==> config.mk <==
export PLATFORM = sky130hd
export DESIGN_NAME = bba_word_scan
export DESIGN_NICKNAME = d
export VERILOG_FILES = /design/src/sv/assert_macros.svh /design/src/sv/bba_pkg.sv /design/src/sv/bba_word_scan.sv
export SDC_FILE = /design/constraint.sdc
export NUM_CORES = 1
export LEC_CHECK = 0
export BUFFER_PORTS_ARGS = -buffer_cell sky130_fd_sc_hd__buf_2
export CAP_MARGIN = 20
export CORE_MARGIN = 5
export CORE_UTILIZATION = 33
export DETAILED_ROUTE_END_ITERATION = 12
export GPL_TIMING_DRIVEN = 0
export MAX_ROUTING_LAYER = met4
export SYNTH_ARGS = -nofsm -noshare
export SYNTH_HDL_FRONTEND = slang
export SYNTH_SLANG_ARGS = --single-unit
==> constraint.sdc <==
create_clock -name vclk -period 7.7
set_input_delay 0 -clock vclk [all_inputs]
set_output_delay 0 -clock vclk [all_outputs]
set_load 0.1 [all_outputs]
==> src/sv/assert_macros.svh <==
// Assertion helpers for the allocator RTL.
`ifndef ASSERT_MACROS_SVH
`define ASSERT_MACROS_SVH

`ifndef SYNTHESIS

// Property must hold at every clock edge outside reset.
`define BBA_ASSERT(lbl, clk, rst_n, prop) \
    lbl: assert property (@(posedge clk) disable iff (!rst_n) (prop)) \
        else $error("bitmap allocator assertion failed");

// Expression must never be true at a clock edge outside reset.
`define BBA_ASSERT_NEVER(lbl, clk, rst_n, expr) \
    lbl: assert property (@(posedge clk) disable iff (!rst_n) !(expr)) \
        else $error("bitmap allocator forbidden condition seen");

`else

`define BBA_ASSERT(lbl, clk, rst_n, prop)
`define BBA_ASSERT_NEVER(lbl, clk, rst_n, expr)

`endif

`endif

==> src/sv/bba_pkg.sv <==
package bba_pkg;

    // Bitmap geometry; WORD_BITS is a power of two.
    localparam int MAP_BITS    = 8192;
    localparam int WORD_BITS   = 64;
    localparam int MAP_WORDS   = (MAP_BITS + WORD_BITS - 1) / WORD_BITS;
    localparam int WORD_IDX_W  = (MAP_WORDS > 1) ? $clog2(MAP_WORDS) : 1;
    localparam int BIT_IDX_W   = $clog2(WORD_BITS);
    localparam int MAP_IDX_W   = WORD_IDX_W + BIT_IDX_W;

    localparam int BLK_W       = 32;
    localparam int CFG_IDX_W   = 1;

    localparam logic [BLK_W-1:0] LIMIT_RESET = 32'd8192;

    // Request kinds
    localparam logic [1:0] REQ_ALLOC = 2'd0;
    localparam logic [1:0] REQ_FREE  = 2'd1;
    localparam logic [1:0] REQ_QUERY = 2'd2;

    // Result status codes
    localparam logic [1:0] ST_OK    = 2'd0;
    localparam logic [1:0] ST_FULL  = 2'd1;
    localparam logic [1:0] ST_RANGE = 2'd2;

    // Configuration register indexes
    localparam logic [CFG_IDX_W-1:0] CFG_FIRST_BLOCK = 1'b0;
    localparam logic [CFG_IDX_W-1:0] CFG_BLOCK_LIMIT = 1'b1;

    typedef logic [WORD_BITS-1:0]  map_word_t;
    typedef logic [WORD_IDX_W-1:0] word_idx_t;
    typedef logic [BIT_IDX_W-1:0]  bit_idx_t;

    typedef struct packed {
        logic      rd_en;
        word_idx_t rd_addr;
        logic      wr_en;
        word_idx_t wr_addr;
    } map_cmd_t;

    typedef struct packed {
        logic     found;
        bit_idx_t bit_idx;
    } scan_res_t;

endpackage

==> src/sv/bba_word_scan.sv <==
// Find the lowest free bit of one bitmap word whose block lies below the
// limit and inside the map.
module bba_word_scan
(
    input  bba_pkg::map_word_t           word,
    input  bba_pkg::word_idx_t           word_idx,
    input  logic [bba_pkg::BLK_W:0]      base,
    input  logic [bba_pkg::BLK_W-1:0]    limit,
    output bba_pkg::scan_res_t           res
);

    logic [bba_pkg::BLK_W:0]      lim_ext;
    logic [bba_pkg::BLK_W:0]      room;
    logic                         has_room;
    logic                         full_word;
    bba_pkg::map_word_t           usable;
    bba_pkg::map_word_t           cand;
    logic [bba_pkg::MAP_IDX_W:0]  gidx [bba_pkg::WORD_BITS];

    assign lim_ext   = {1'b0, limit};
    assign has_room  = lim_ext > base;
    assign room      = lim_ext - base;
    assign full_word = room >= (bba_pkg::BLK_W+1)'(bba_pkg::WORD_BITS);

    always_comb
    begin
        for (int j = 0; j < bba_pkg::WORD_BITS; j++)
        begin
            gidx[j]   = {1'b0, word_idx, bba_pkg::BIT_IDX_W'(j)};
            usable[j] = has_room
                        && (full_word
                            || room[bba_pkg::BIT_IDX_W-1:0] > bba_pkg::BIT_IDX_W'(j))
                        && (gidx[j] < (bba_pkg::MAP_IDX_W+1)'(bba_pkg::MAP_BITS));
        end
    end

    assign cand = ~word & usable;

    always_comb
    begin
        res.found   = |cand;
        res.bit_idx = '0;
        for (int j = bba_pkg::WORD_BITS - 1; j >= 0; j--)
        begin
            if (cand[j])
            begin
                res.bit_idx = bba_pkg::BIT_IDX_W'(j);
            end
        end
    end

endmodule
==> results.tsv <==
stage	metric	value	unit
layout	share of layout cells above drive strength 1	0.200	
power_and_ir_drop	Gate power share	1.000	
critical_path	Worst Path Max Fanout	10	
power_and_ir_drop	sw frac	0.692	
critical_path	WS Path Type	in -> out	
layout	FFs & Latches	0	
routing	Final ANT Viol Nets	0	
yosys	Gate Count Post-Synth	787	
die	Cell Rows	44	
routing	routed length per instance	19.5	µm
layout	ANT cells	0	
clock_network	hold_buf cts	0	
yosys	syn nets	956	
global_route	Congestion Overflow GR	0	
sta	Min Hold Slack	0.754	ns
die	Die Y	130	µm
status	status	finished clean	
layout	register area	0	µm²
critical_path	Setup crit end kind	output port	
routing	routed vias	6834	
die	Die X	130	µm
die	I/O pins	143	
layout	clkbuf count	0	
yosys	Synth Area in Compound Gates	0.483	
clock_network	Post-CTS Setup Repair Bufs	0	
yosys	top-area cell type share of the netlist area	0.0965	
routing	Post-Route WL	21500	µm
yosys	XOR/XNOR Fraction of Synth Area	0.0275	
power_and_ir_drop	cell-internal power	0.183	mW
global_route	first-pass GRT wire length	32500	µm
yosys	main combinational cell family by area after synthesis	compound AO/OA/AOI/OAI gates	
power_and_ir_drop	net load switching power	0.411	mW
critical_path	Worst EP required	7.70	ns
hold_path	Hold WC Path Type	in -> out	
place	GP Congestion	1.03	
yosys	syn avg cell area	6.06	µm²
layout	area grow syn2layout	19.1	%
yosys	mux contribution to synthesized area	0.00420	
routing	drt pass-1 iters	6	
power_and_ir_drop	Worst VDD drop	0.0000581	V
yosys	Syn. warnings	0	
routing	DR iter-0 viols	637	
die	initial core utilization	0.332	
global_route	largest net degree at the start of global routing	11	
sta	fin crit share	0.753	
place	Cell Area, Placed	5680	µm²
critical_path	CP cell instances	buf_2 > inv_1 > ha_1 > clkbuf_1 > a21oi_1 > o21a_1 > a2111oi_1 > a41oi_1 > mux2i_1 > nor4b_1 > clkbuf_1 > nand2_1 > o21ai_1 > o41ai_1 > o31ai_1 > o2111a_1 > o31ai_1 > a31oi_1 > buf_2	
yosys	synth cell count leaders	92 x a21oi_1, 86 x nand2_1, 73 x nor2_1, 55 x inv_1, 48 x o21ai_0	
yosys	Synth cell types	86	
critical_path	CP startpoint	base[12]	
yosys	synthesized area	4770	µm²
layout	post-layout net count	1094	
place	HPWL Detailed	17800	µm
layout	post-layout instance area	5680	µm²
power_and_ir_drop	Final Power	0.594	mW
place	pre-CTS setup slack	2.10	ns
yosys	top-count cell post-synth	a21oi_1	
place	placed cell count	1107	
yosys	top cells by area, synth	a21oi_1 9.7%, ha_1 8.4%, nand2_1 6.8%, nor2_1 5.7%, o21ai_0 5.0%	
yosys	Synth Area in Adders	0.0881	
power_and_ir_drop	Sequential Power Share	0	
layout	fin util	0.395	
global_route	initial antenna violation count	0	
yosys	Seq/Total Area, Yosys	0	
critical_path	Crit path largest cell delay	0.86	ns
sta	RSZ-0062 raised after global routing	no	
global_route	Total Routing Usage GR	0.243	
critical_path	worst path arrival time	5.80	ns
layout	fin cells	1107	
run	Max Cap Viol	0	
routing	DRC	0	
critical_path	Worst Setup EP	res[0]	
sta	Final WS setup	1.90	ns
die	area of the core	14400	µm²
die	Die ar.	17000	µm²
yosys	post-synth top area cell	a21oi_1	
power_and_ir_drop	Leak	2.44	nW
power_and_ir_drop	Clk pwr share	0	
clock_network	# resized after CTS	0	
sta	Hold Violations, Final	0	
critical_path	slowest CP cell	a2111oi_1	
sta	minimum clock period	5.80	ns
sta	final setup fails	0	
yosys	Post-Synth Simple-Gate Area	0.303	
sta	Slew Viols, Final	0	
routing	via-per-instance ratio	6.17	
sta	setup TNS	0	ns
sta	Slew headroom	0.339	
global_route	vias in the first global route	6205	
place	Port-buffer cells	136	
sta	Max Clk Rate	173	MHz
sta	Slew @ Worst Pin	0.989	ns
power_and_ir_drop	Cell Pwr Density	105	nW/µm²
critical_path	CP Launch Type	input pin	
## power by group through the flow
stage	clock (mW)	combinational (mW)	sequential (mW)
after global placement	0	0.580	0
after global routing	0	0.642	0
after floorplan	0	0.407	0
final	0	0.594	0
after detailed placement	0	0.577	0
after CTS	0	0.580	0
## worst min path at each step
stage / to / startpoint / cells past startpoint
2_1_floorplan: res[0] / word[1] / 4
3_3_place_gp: res[0] / word[1] / 6
3_5_place_dp: res[0] / word[1] / 6
4_1_cts: res[0] / word[1] / 6
5_1_grt: res[0] / word[1] / 6
6_report: res[0] / word[1] / 6
## layout make-up
cell class	instances	area [µm²]
fill	1615	8690
multi-input combinational	683	4320
timing repair buffer	136	681
buffer	49	240
tap	184	230
inverter	55	206
## cell usage in the layout (no fill, tap or decap), types with 9 or more instances in the layout
cell        n
and3_1     12
nor2_1     73
xnor2_1     9
o211ai_1    9
nand2_1    86
o31ai_1    12
ha_1       32
a21oi_1    92
clkbuf_1   32
inv_1      55
o21a_1      9
nor3_1     15
a211oi_1   20
a21o_1     14
nand3_1    26
o21ai_1    14
buf_2     145
a31oi_1    26
o21ai_0    48
nand4_1    18
## kinds of logic (layout without fill, tap and decap cells)
family / Yosys count / count (layout)
AO/OA/AOI/OAI: 342 / 342
XOR/XNOR: 15 / 15
adder cells (fa/ha/maj): 33 / 33
buffers and inverters: 104 / 240
multiplexers: 2 / 2
AND/OR/NAND/NOR: 291 / 291
## critical path, delay by kind of cell
kind,cells,cell delay [ns]
muxes,1,0.22
AOI/OAI and AO/OA,10,2.89
buffers and inverters,5,1.39
adders and majority gates,1,0.26
and+or+nand+nor,2,1.04
## routing by layer
layer,up-vias,routed length [µm],global-route usage
met1,3095,9490,0.330
met4,0,745,0.0801
met2,402,9340,0.379
li1,3285,-,-
met5,-,0,-
met3,52,1950,0.0233
Power figures use the tool's default switching activity.
